[src/rxs_pkg.sv]
// Shared opcodes, status codes, register map and reset values of the execute stage.
package rxs_pkg;

  // Opcodes, register form.
  localparam logic [5:0] OP_ADD  = 6'h00;
  localparam logic [5:0] OP_SUB  = 6'h02;
  localparam logic [5:0] OP_MUL  = 6'h04;
  localparam logic [5:0] OP_OR   = 6'h06;
  localparam logic [5:0] OP_AND  = 6'h08;
  localparam logic [5:0] OP_XOR  = 6'h0A;

  // Opcodes, immediate form.
  localparam logic [5:0] OP_ADDI = 6'h01;
  localparam logic [5:0] OP_SUBI = 6'h03;
  localparam logic [5:0] OP_MULI = 6'h05;
  localparam logic [5:0] OP_ORI  = 6'h07;
  localparam logic [5:0] OP_ANDI = 6'h09;
  localparam logic [5:0] OP_XORI = 6'h0B;
  localparam logic [5:0] OP_LDW  = 6'h0C;
  localparam logic [5:0] OP_STW  = 6'h0D;
  localparam logic [5:0] OP_BZ   = 6'h0E;
  localparam logic [5:0] OP_BEQ  = 6'h0F;
  localparam logic [5:0] OP_JR   = 6'h10;
  localparam logic [5:0] OP_HALT = 6'h11;

  // Result status codes.
  localparam logic [1:0] STAT_OK      = 2'd0;
  localparam logic [1:0] STAT_BAD_OP  = 2'd1;
  localparam logic [1:0] STAT_BAD_ADR = 2'd2;
  localparam logic [1:0] STAT_HALT    = 2'd3;

  // Pipeline modes.
  localparam logic [1:0] MODE_FUNC      = 2'd0;
  localparam logic [1:0] MODE_PIPE_NOFW = 2'd1;
  localparam logic [1:0] MODE_PIPE_FW   = 2'd2;

  // Register map: register i at byte address 4*i.
  localparam int unsigned PADDR_W     = 3;
  localparam logic        REG_MODE    = 1'b0;
  localparam logic        REG_MEMSIZE = 1'b1;

  localparam int unsigned MEMW_W = 21;
  localparam logic [MEMW_W-1:0] MEMW_RESET = 21'd1024;

  // PC adjustments in bytes.
  localparam logic [31:0] PC_STEP      = 32'd4;
  localparam logic [31:0] PC_PIPE_BACK = 32'd8;

endpackage

[src/rxs_if.sv]
// Stream interfaces that carry decoded instructions in and execute results out.
interface rxs_in_if;
  logic               valid;
  logic               ready;
  logic               is_r_type;
  logic        [5:0]  op;
  logic signed [31:0] rs_value;
  logic signed [31:0] rt_value;
  logic signed [15:0] immediate;
  logic        [31:0] pc_in;

  modport source (output valid, is_r_type, op, rs_value, rt_value, immediate, pc_in,
                  input ready);
  modport sink   (input valid, is_r_type, op, rs_value, rt_value, immediate, pc_in,
                  output ready);
endinterface

interface rxs_out_if;
  logic               valid;
  logic               ready;
  logic signed [31:0] alu_value;
  logic        [31:0] next_pc;
  logic               pc_written;
  logic               branch_flag;
  logic        [1:0]  status;
  logic        [31:0] instruction_total;
  logic        [31:0] halt_total;

  modport source (output valid, alu_value, next_pc, pc_written, branch_flag, status,
                  instruction_total, halt_total, input ready);
  modport sink   (input valid, alu_value, next_pc, pc_written, branch_flag, status,
                  instruction_total, halt_total, output ready);
endinterface

[src/risc_execute_stage_top.sv]
// Execute stage of a small load/store processor: ALU, address check, branch and counters.

// The stage takes one decoded instruction per clock cycle while its results are taken and
// returns exactly one result for each, in order. An instruction is first captured in an
// input register; the ALU, the address range check and the branch/jump target logic then
// work on it in one pass and the result lands in the output register, from which it is
// offered. The sustained rate is one instruction per cycle while results are taken. The
// longest path is the DATA_WIDTH-bit multiplier of MUL/MULI. Both registers advance
// together when the output is free or being taken; while a finished result waits for its
// transfer, the input register can still take one more instruction, after which the input
// stalls. The instruction and halt counters and the branch-taken flag are updated as each
// result is produced.
// The two configuration registers (pipeline mode at byte address 0, data memory size in
// words at byte address 4) are written over the APB port and should only be changed
// while no instruction is in flight. Problems that would stop a simulator (unknown
// opcode, address out of range, HALT) are reported in the status field of the result.
module risc_execute_stage_top import rxs_pkg::*; #(
  parameter int unsigned DATA_WIDTH = 32
) (
  input  logic               clk_i,
  input  logic               rst_ni,
  rxs_in_if.sink             in_i,
  rxs_out_if.source          out_o,
  input  logic               psel,
  input  logic               penable,
  input  logic               pwrite,
  input  logic [PADDR_W-1:0] paddr,
  input  logic [31:0]        pwdata,
  output logic [31:0]        prdata,
  output logic               pready
);

  localparam int unsigned DW    = DATA_WIDTH;
  localparam int unsigned CMP_W = (DW > MEMW_W) ? DW : MEMW_W;

  // Configuration registers.
  logic [1:0]        mode_q;
  logic [MEMW_W-1:0] memw_q;
  logic              cfg_wr;

  assign pready = 1'b1;
  assign cfg_wr = psel & penable & pwrite & pready;

  always_ff @(posedge clk_i or negedge rst_ni) begin
    if (!rst_ni) begin
      mode_q <= MODE_FUNC;
      memw_q <= MEMW_RESET;
    end else if (cfg_wr) begin
      case (paddr[2])
        REG_MODE:    mode_q <= pwdata[1:0];
        REG_MEMSIZE: memw_q <= pwdata[MEMW_W-1:0];
        default:     mode_q <= mode_q;
      endcase
    end
  end

  always_comb begin
    case (paddr[2])
      REG_MODE:    prdata = {30'd0, mode_q};
      REG_MEMSIZE: prdata = {11'd0, memw_q};
      default:     prdata = 32'd0;
    endcase
  end

  // Input register stage.
  logic               s1_valid_q;
  logic               s1_rtype_q;
  logic        [5:0]  s1_op_q;
  logic signed [31:0] s1_rs_q;
  logic signed [31:0] s1_rt_q;
  logic signed [15:0] s1_imm_q;
  logic        [31:0] s1_pc_q;
  logic               advance;
  logic               in_xfer;

  assign advance    = ~out_o.valid | out_o.ready;
  assign in_i.ready = ~s1_valid_q | advance;
  assign in_xfer    = in_i.valid & in_i.ready;

  always_ff @(posedge clk_i or negedge rst_ni) begin
    if (!rst_ni) begin
      s1_valid_q <= 1'b0;
    end else if (in_xfer) begin
      s1_valid_q <= 1'b1;
    end else if (advance) begin
      s1_valid_q <= 1'b0;
    end
  end

  always_ff @(posedge clk_i) begin
    if (in_xfer) begin
      s1_rtype_q <= in_i.is_r_type;
      s1_op_q    <= in_i.op;
      s1_rs_q    <= in_i.rs_value;
      s1_rt_q    <= in_i.rt_value;
      s1_imm_q   <= in_i.immediate;
      s1_pc_q    <= in_i.pc_in;
    end
  end

  // Execute logic. Operands are sign-extended or truncated to the datapath width.
  logic [DW-1:0] op_a;
  logic [DW-1:0] op_b;
  logic [DW-1:0] op_imm;
  logic [DW-1:0] rhs;
  logic [DW-1:0] alu;
  logic [DW-1:0] addr;
  logic          addr_bad;
  logic [31:0]   br_target;
  logic [31:0]   npc;
  logic          written;
  logic [1:0]    status;
  logic          taken_d;
  logic          halt_inc;
  logic          taken_q;
  logic [31:0]   inst_cnt_q;
  logic [31:0]   halt_cnt_q;
  logic [31:0]   inst_cnt_d;
  logic [31:0]   halt_cnt_d;

  assign op_a   = DW'(s1_rs_q);
  assign op_b   = DW'(s1_rt_q);
  assign op_imm = DW'(s1_imm_q);
  assign rhs    = s1_rtype_q ? op_b : op_imm;

  // Load and store addresses must be non-negative and below the memory size in words.
  assign addr     = op_a + op_imm;
  assign addr_bad = addr[DW-1] | (CMP_W'(addr >> 2) >= CMP_W'(memw_q));

  // Branch targets are relative to the already advanced PC; mode 1 has no forwarding
  // and so backs up two more instruction slots.
  assign br_target = s1_pc_q - PC_STEP - ((mode_q == MODE_PIPE_NOFW) ? PC_PIPE_BACK : 32'd0)
                   + (32'(op_imm) << 2);

  always_comb begin
    alu      = '0;
    npc      = s1_pc_q;
    written  = 1'b0;
    status   = STAT_OK;
    taken_d  = taken_q;
    halt_inc = 1'b0;
    if (s1_rtype_q) begin
      case (s1_op_q)
        OP_ADD:  alu = op_a + rhs;
        OP_SUB:  alu = op_a - rhs;
        OP_MUL:  alu = op_a * rhs;
        OP_OR:   alu = op_a | rhs;
        OP_AND:  alu = op_a & rhs;
        OP_XOR:  alu = op_a ^ rhs;
        default: status = STAT_BAD_OP;
      endcase
    end else begin
      case (s1_op_q)
        OP_ADDI: alu = op_a + rhs;
        OP_SUBI: alu = op_a - rhs;
        OP_MULI: alu = op_a * rhs;
        OP_ORI:  alu = op_a | rhs;
        OP_ANDI: alu = op_a & rhs;
        OP_XORI: alu = op_a ^ rhs;
        OP_LDW, OP_STW: begin
          alu = addr;
          if (addr_bad) begin
            status = STAT_BAD_ADR;
          end
        end
        OP_BZ, OP_BEQ: begin
          taken_d = (s1_op_q == OP_BZ) ? (op_a == '0) : (op_a == op_b);
          if (taken_d) begin
            npc     = br_target;
            written = 1'b1;
          end
        end
        OP_JR: begin
          npc     = 32'(op_a);
          written = 1'b1;
          taken_d = 1'b1;
        end
        OP_HALT: begin
          halt_inc = 1'b1;
          status   = STAT_HALT;
          if ((mode_q == MODE_PIPE_NOFW) || (mode_q == MODE_PIPE_FW)) begin
            npc     = s1_pc_q - PC_STEP;
            written = 1'b1;
          end
        end
        default: status = STAT_BAD_OP;
      endcase
    end
  end

  assign inst_cnt_d = inst_cnt_q + 32'd1;
  assign halt_cnt_d = halt_cnt_q + {31'd0, halt_inc};

  // Result register and architectural state, updated as each result is produced.
  logic out_load;
  assign out_load = s1_valid_q & advance;

  always_ff @(posedge clk_i or negedge rst_ni) begin
    if (!rst_ni) begin
      out_o.valid <= 1'b0;
      taken_q     <= 1'b0;
      inst_cnt_q  <= '0;
      halt_cnt_q  <= '0;
    end else begin
      if (out_load) begin
        out_o.valid <= 1'b1;
        taken_q     <= taken_d;
        inst_cnt_q  <= inst_cnt_d;
        halt_cnt_q  <= halt_cnt_d;
      end else if (out_o.ready) begin
        out_o.valid <= 1'b0;
      end
    end
  end

  always_ff @(posedge clk_i) begin
    if (out_load) begin
      out_o.alu_value         <= 32'(alu);
      out_o.next_pc           <= npc;
      out_o.pc_written        <= written;
      out_o.branch_flag       <= taken_d;
      out_o.status            <= status;
      out_o.instruction_total <= inst_cnt_d;
      out_o.halt_total        <= halt_cnt_d;
    end
  end

endmodule

[src/flat_wrapper.sv]
// flat-port wrapper written by rule: the top's interface ports become plain ports
module risc_execute_stage_top_flat import rxs_pkg::*;
#(
  parameter int unsigned DATA_WIDTH = 32
)
  (clk_i, rst_ni, psel, penable, pwrite, paddr, pwdata, prdata, pready, in_i_valid, in_i_is_r_type, in_i_op, in_i_rs_value, in_i_rt_value, in_i_immediate, in_i_pc_in, in_i_ready, out_o_valid, out_o_alu_value, out_o_next_pc, out_o_pc_written, out_o_branch_flag, out_o_status, out_o_instruction_total, out_o_halt_total, out_o_ready);
  rxs_in_if in_i_i ();
  rxs_out_if out_o_i ();
  input  logic clk_i;
  input  logic rst_ni;
  input  logic psel;
  input  logic penable;
  input  logic pwrite;
  input  logic [PADDR_W-1:0] paddr;
  input  logic [31:0] pwdata;
  output logic [31:0] prdata;
  output logic pready;
  input wire logic [$bits(in_i_i.valid)-1:0] in_i_valid;
  input wire logic [$bits(in_i_i.is_r_type)-1:0] in_i_is_r_type;
  input wire logic [$bits(in_i_i.op)-1:0] in_i_op;
  input wire logic [$bits(in_i_i.rs_value)-1:0] in_i_rs_value;
  input wire logic [$bits(in_i_i.rt_value)-1:0] in_i_rt_value;
  input wire logic [$bits(in_i_i.immediate)-1:0] in_i_immediate;
  input wire logic [$bits(in_i_i.pc_in)-1:0] in_i_pc_in;
  output wire logic [$bits(in_i_i.ready)-1:0] in_i_ready;
  output wire logic [$bits(out_o_i.valid)-1:0] out_o_valid;
  output wire logic [$bits(out_o_i.alu_value)-1:0] out_o_alu_value;
  output wire logic [$bits(out_o_i.next_pc)-1:0] out_o_next_pc;
  output wire logic [$bits(out_o_i.pc_written)-1:0] out_o_pc_written;
  output wire logic [$bits(out_o_i.branch_flag)-1:0] out_o_branch_flag;
  output wire logic [$bits(out_o_i.status)-1:0] out_o_status;
  output wire logic [$bits(out_o_i.instruction_total)-1:0] out_o_instruction_total;
  output wire logic [$bits(out_o_i.halt_total)-1:0] out_o_halt_total;
  input wire logic [$bits(out_o_i.ready)-1:0] out_o_ready;
  assign in_i_i.valid = in_i_valid;
  assign in_i_i.is_r_type = in_i_is_r_type;
  assign in_i_i.op = in_i_op;
  assign in_i_i.rs_value = in_i_rs_value;
  assign in_i_i.rt_value = in_i_rt_value;
  assign in_i_i.immediate = in_i_immediate;
  assign in_i_i.pc_in = in_i_pc_in;
  assign in_i_ready = in_i_i.ready;
  assign out_o_valid = out_o_i.valid;
  assign out_o_alu_value = out_o_i.alu_value;
  assign out_o_next_pc = out_o_i.next_pc;
  assign out_o_pc_written = out_o_i.pc_written;
  assign out_o_branch_flag = out_o_i.branch_flag;
  assign out_o_status = out_o_i.status;
  assign out_o_instruction_total = out_o_i.instruction_total;
  assign out_o_halt_total = out_o_i.halt_total;
  assign out_o_i.ready = out_o_ready;
  risc_execute_stage_top #(.DATA_WIDTH(DATA_WIDTH)) u_core (.clk_i(clk_i), .rst_ni(rst_ni), .in_i(in_i_i), .out_o(out_o_i), .psel(psel), .penable(penable), .pwrite(pwrite), .paddr(paddr), .pwdata(pwdata), .prdata(prdata), .pready(pready));
endmodule
[config.mk]
export PLATFORM = sky130hd
export DESIGN_NAME = risc_execute_stage_top_flat
export DESIGN_NICKNAME = d
export VERILOG_FILES = /design/src/rxs_pkg.sv /design/src/rxs_if.sv /design/src/risc_execute_stage_top.sv /design/src/flat_wrapper.sv
export SDC_FILE = /design/constraint.sdc
export NUM_CORES = 2
export LEC_CHECK = 0
export BUFFER_PORTS_ARGS = -buffer_cell sky130_fd_sc_hd__buf_2
export CAP_MARGIN = 25
export CORE_AREA = 5 5 326 328
export CTS_BUF_LIST = sky130_fd_sc_hd__clkbuf_4
export DETAILED_ROUTE_END_ITERATION = 6
export DIE_AREA = 0 0 331 333
export GPL_TIMING_DRIVEN = 0
export SYNTH_ARGS = -nofsm -noshare
export SYNTH_HDL_FRONTEND = slang
export SYNTH_SLANG_ARGS = --single-unit
[constraint.sdc]
create_clock -name clk_i -period 11.1 [get_ports clk_i]
set_input_delay 2.22 -clock clk_i [delete_from_list [all_inputs] [get_ports clk_i]]
set_output_delay 2.22 -clock clk_i [all_outputs]
set_load 0.1 [all_outputs]
# After elaboration in Yosys (flattened, before gate mapping)
# Index checks and enable logic that the tools add are counted.
# classes
n_addsub	8
mul	1
magnitude_cmp	1
eq_ne	20
muxes	26
bitwise_logic	13
reduce_logical	11
# ops
operator	count
$pmux 32 s7	1
$pmux 32 s6	1
$mux 32	5
$add 32x32->32	3
$pmux 32 s3	1
$pmux 32 s2	1
$sub 32x32->32	2
$eq 6x4->1 const B	8
$add 32x1->32	1
$add 32x1->32 const B	1
$and 32x32->32	1
$eq 32x32->1	1
$logic_not 32->1	1
$mul 32x32->32	1
$or 32x32->32	1
$sub 32x3->32 const B	1
$xor 32x32->32	1
$ge 30x21->1	1
$eq 6x3->1 const B	4
$eq 6x2->1 const B	2
$eq 6x5->1 const B	2
$mux 1	11
$reduce_or 9->1	1
$eq 6x1->1 const B	1
other kinds (16)	27
# totals
regBits	341
inputBits	161
output_inout_bits	167
wordCells	100

# Depth between registers and ports, before layout
# depth
ltp_word	7
mapped_depth	30

# Worst setup path after synthesis
# No wires, ideal clock.
# synth_timing
path_type	register to register
startpoint	reg u_core.s1_imm_q[15]
endpoint	reg u_core.out_o.alu_value[30] (data pin)
arrival_time_ns	7.776
setup_slack_ns	3.048
stages_incl_launch_ff	28
path_buffers	2
synth_period_minus_slack_ns	8.052
path_cell_list	edfxtp_1 -> inv_2 -> nor2_4 -> buf_4 -> a21oi_2 -> clkbuf_1 -> nor2_1 -> fa_1 -> fa_1 -> inv_1 -> fa_1 -> fa_1 -> inv_1 -> fa_1 -> fa_1 -> fa_1 -> fa_1 -> ha_1 -> a21oi_1 -> o21ai_0 -> a21o_1 -> a21o_1 -> a221oi_1 -> o21ai_0 -> xnor2_1 -> nor2_1 -> a2111oi_0 -> o22ai_1
# synth_via
elab_chain_len	4
word_cells_on_any_way	11
classes_between	add/sub: 3; mul: 1; mux: 4; bitwise: 3
# synth_rtl
element	line_no	text
start: declaration	risc_execute_stage_top.sv:71	logic signed [15:0] s1_imm_q;
start signal: assignment	risc_execute_stage_top.sv:96	s1_imm_q <= in_i.immediate;
$mux 32	risc_execute_stage_top.sv:124	assign rhs = s1_rtype_q ? op_b : op_imm;
$mul 32x32->32, or another cell as far along	risc_execute_stage_top.sv:146, risc_execute_stage_top.sv:156	
$pmux 32 s7 or $pmux 32 s6 (tied branches)	risc_execute_stage_top.sv:153, risc_execute_stage_top.sv:143	
$mux 32 *	risc_execute_stage_top.sv:142	if (s1_rtype_q) begin
via u_core.alu[30]	risc_execute_stage_top.sv:106	logic [DW-1:0] alu;
end signal: assignment	risc_execute_stage_top.sv:218	out_o.alu_value <= 32'(alu);
end: declaration	rxs_if.sv:29	modport source (output valid, alu_value, next_pc, pc_written, branch_flag, status,
# Mark *: on every way through the listed nets, which the timed path passes. The rest lies on a longest branch.
# A chain may end at the register's enable or synchronous reset.

# Worst setup path in the final report
# layout_timing
startpoint	reg u_core.s1_rtype_q
endpoint	reg u_core.out_o.alu_value[30] (data pin)
# layout_via
elab_chain_len	4
word_cells_on_any_way	10
classes_between	add/sub: 2; mul: 1; mux: 4; bitwise: 3
# layout_rtl
element	line_no	text
start: declaration	risc_execute_stage_top.sv:67	logic s1_rtype_q;
start signal: assignment	risc_execute_stage_top.sv:92	s1_rtype_q <= in_i.is_r_type;
$mux 32	risc_execute_stage_top.sv:124	
$mul 32x32->32, or another cell as far along	risc_execute_stage_top.sv:146, risc_execute_stage_top.sv:156	
$pmux 32 s7 or $pmux 32 s6 (tied branches)	risc_execute_stage_top.sv:153, risc_execute_stage_top.sv:143	
$mux 32 *	risc_execute_stage_top.sv:142	
via u_core.alu[30]	risc_execute_stage_top.sv:106	
# Marked as above.

==> results.json <==
{
  "synth-main-ff-cell": "sky130_fd_sc_hd__edfxtp_1",
  "num-nets-final": 5813,
  "maximum_number_of_pins_on_one_net_before_global_route_repair": 66,
  "totalWireLength_um": 178000,
  "die_extent_in_y_um": 333,
  "floorplan.initialDensity_pct": 39.6,
  "first_global_vias": 36900,
  "synth.ff_latch_count": 341,
  "insertion_delay_ns": 0.93,
  "violations_in_the_final_reports": "design-rule violations",
  "cp_data_required_time_ns": 11.66,
  "min-delay-path-class": "reg2reg",
  "vias": 36900,
  "antenna_found_initial": 19,
  "routed_via_density": 5.79,
  "max_slew.worst_pin.slew_ns": 1.25,
  "synth_edf_count": 251,
  "placedCellCount": 6187,
  "synth_top_family_by_area": "adder cells",
  "cap_viol_max_count": 0,
  "first_pass_iters": 7,
  "grt_first_pass_wirelength_um": 254000,
  "r2r.worst_path.cells": 28,
  "die_area_um2": 110000,
  "placement.io_buffers": 302,
  "count_of_fill_cells_added_during_filler_insertion": 10300,
  "setup_total_negative_slack_ns": 0,
  "timing.max_slew.rel_slack_pct": 16.1,
  "worstPathArrival_ns": 11.41,
  "timing.critical_path.from_type": "register",
  "globalRouteTotalUtil_pct": 31.7,
  "core_area_um2": 103000,
  "clock_path_buffers": 3,
  "synth_xor_xnor_area_share_pct": 8.23,
  "dieWidth_um": 331,
  "most-common-layout-cells": "sky130_fd_sc_hd__inv_1, sky130_fd_sc_hd__nor2_1, sky130_fd_sc_hd__nand2_1",
  "post_synth_mux_area_share_pct": 1.29,
  "fin_worst_skew_ns": 0.0967,
  "cell_count_of_the_worst_hold_path": 1,
  "critPathKind": "reg2reg",
  "tritoncts_clock_tree": "yes",
  "run_status": "complete, but fails checks",
  "avgRoutedWirePerCell_um": 27.9,
  "row_count": 118,
  "clkTransAtPathRegs_ns": 0.06,
  "critPathSlowestCell": "sky130_fd_sc_hd__mux2i_1",
  "post_synth.cell_area_avg_um2": 9.12,
  "post_synth_fa_ha_maj_area_fraction_pct": 30.5,
  "yosysSeqAreaShare_pct": 24.0,
  "ioPinCount": 328,
  "syn_area_um2": 40800,
  "detailedRoute.firstIterationViolations": 4349,
  "max_freq_mhz": 92.2,
  "drc_violations": 15,
  "num_cts_buffers": 90,
  "area_delta_synth_final_pct": 12.3,
  "drive_gt1_share_pct": 12.7,
  "largest_incremental_delay_on_the_critical_path_ns": 0.97,
  "critPathMaxFanout": 10,
  "fin_worst_hold_slack_ns": 0.493,
  "yosys_warnings": 0,
  "synth_compound_area_share_pct": 13.9,
  "detailedPlacementHpwl_um": 142000,
  "cts_sinks": 341,
  "crit_path_end_kind": "register",
  "timing.final.crit_share_pct": 97.7,
  "htree_num_levels": 3,
  "post_layout_nonfiller_instances": 6366,
  "layout_commonest_cell": "sky130_fd_sc_hd__inv_1",
  "synthesis.instances": 4471,
  "grt_remaining_overflow": 0,
  "cts_setup_buffers": 0,
  "report.final.hold_viol_count": 0,
  "finalWeightedCongestion": 1.04,
  "ant_nets": 0,
  "clk_root_buffer_cell": "sky130_fd_sc_hd__clkbuf_4",
  "synth_cell_type_count": 104,
  "synth_simple_gate_area_share_pct": 14.3,
  "layout_min_cycle_time_ns": 10.84,
  "timing_max_transition_violations_final": 0,
  "setup_viol": 0,
  "ys_async_sr_fraction_pct": 26.4,
  "grt_setup_unrepaired": "no"
}
[kinds of logic after synthesis]
kind of cell / after synthesis
mux: 45
simple gates: 1315
flops: 341
xor+xnor: 380
compound gates: 823
fa+ha+maj: 747
other cells: 2
buf+inv: 818
[flip-flops by register name (all words and copies together), names as in the netlist, 2 cells and up]
signal,cells
u_core.halt_cnt_q,32
u_core.inst_cnt_q,32
u_core.memw_q,21
u_core.mode_q,2
u_core.op_a,32
u_core.op_b,32
u_core.out_o.alu_value,32
u_core.out_o.halt_total,32
u_core.out_o.instruction_total,32
u_core.out_o.next_pc,32
u_core.out_o.status,2
u_core.s1_imm_q,16
u_core.s1_op_q,6
u_core.s1_pc_q,32
[synth_stat cells (all sizes together) (34+ instances only)]
cell | number | share of area [%]
o21ai | 162 | 2.0
xor2 | 138 | 3.0
inv | 585 | 5.4
dfrtp | 89 | 5.5
nand2 | 435 | 4.0
nand3 | 58 | 0.71
nor2 | 517 | 4.8
and3 | 39 | 0.60
a21oi | 184 | 2.4
nor4 | 34 | 0.57
a211oi | 36 | 0.67
a21o | 75 | 1.4
ha | 335 | 10
a221oi | 51 | 1.2
clkbuf | 175 | 1.6
edfxtp | 251 | 18
nor3 | 62 | 0.77
buf | 47 | 0.67
and2 | 34 | 0.52
fa | 412 | 20
xnor2 | 240 | 5.2
o22ai | 38 | 0.58
[timing repair]
| action | CTS | global route |
|---|---|---|
| hold buffers | 0 | 0 |
| endpoints found under the setup margin | 0 | 1 |
| gates resized for setup | 0 | 4 |
[per-stage QoR]
stage / cell area [um^2] / setup WS (ns) / utilization (%)
after floorplan: 40800 / 3.05 / -
after detailed placement: 44400 / 0.189 / 43.2
after global routing: 45800 / 0.0324 / 44.5
after global placement: 44100 / 0.0384 / 42.8
final: 45800 / 0.258 / 44.5
after CTS: 45700 / 0.244 / 44.4
[layout make-up]
class / instances / area (um^2) / area share (%)
timing repair buffer: 332 / 1930 / 4.21
multi-input combinational: 3322 / 27900 / 60.9
inverter: 596 / 2240 / 4.88
sequential: 341 / 9790 / 21.4
buffer: 222 / 933 / 2.04
clock buffer: 141 / 1060 / 2.31
clock inverter: 24 / 219 / 0.478
antenna: 8 / 20.0 / 0.0437
tap: 1380 / 1730 / 3.77
[worst paths after layout]
path / startpoint / slack [ns] / end
worst max-delay path: u_core.s1_rtype_q$_DFFE_PP_ / 0.26 / u_core.out_o.alu_value[30]$_DFFE_PP_
worst min-delay path: u_core.halt_cnt_q[31]$_DFFE_PN0P_ / 0.49 / u_core.halt_cnt_q[31]$_DFFE_PN0P_
worst max register to register: u_core.s1_rtype_q$_DFFE_PP_ / 0.26 / u_core.out_o.alu_value[30]$_DFFE_PP_
worst min register to register: u_core.halt_cnt_q[31]$_DFFE_PN0P_ / 0.49 / u_core.halt_cnt_q[31]$_DFFE_PN0P_
max in group asynchronous: rst_ni / 9.04 / u_core.memw_q[10]$_DFFE_PN1P_
min in group asynchronous: rst_ni / 1.27 / u_core.s1_valid_q$_DFFE_PN0P_
[metal layers]
| layer | vias up | part of all wire, % | GRT usage, % |
|---|---|---|---|
| met5 | - | 0.052 | 0 |
| met3 | 519 | 11 | 9.12 |
| met1 | 18200 | 38 | 40.4 |
| li1 | 16000 | - | - |
| met4 | 14 | 6.6 | 16.8 |
| met2 | 2203 | 44 | 48.8 |
[critical path, delay by kind of cell (launching register included)]
family	cells	cell delay, ns
and+or+nand+nor	1	0.08
DFF	1	0.45
AOI/OAI and AO/OA	8	3.13
muxes	1	0.97
xor gates and xnor gates	1	0.61
buffers and inverters	7	1.45
adders and majority gates	10	3.86
Power is left out: the tool's default activity adds up to more than one toggle a clock period on the data nets, which glitch-free logic cannot reach.
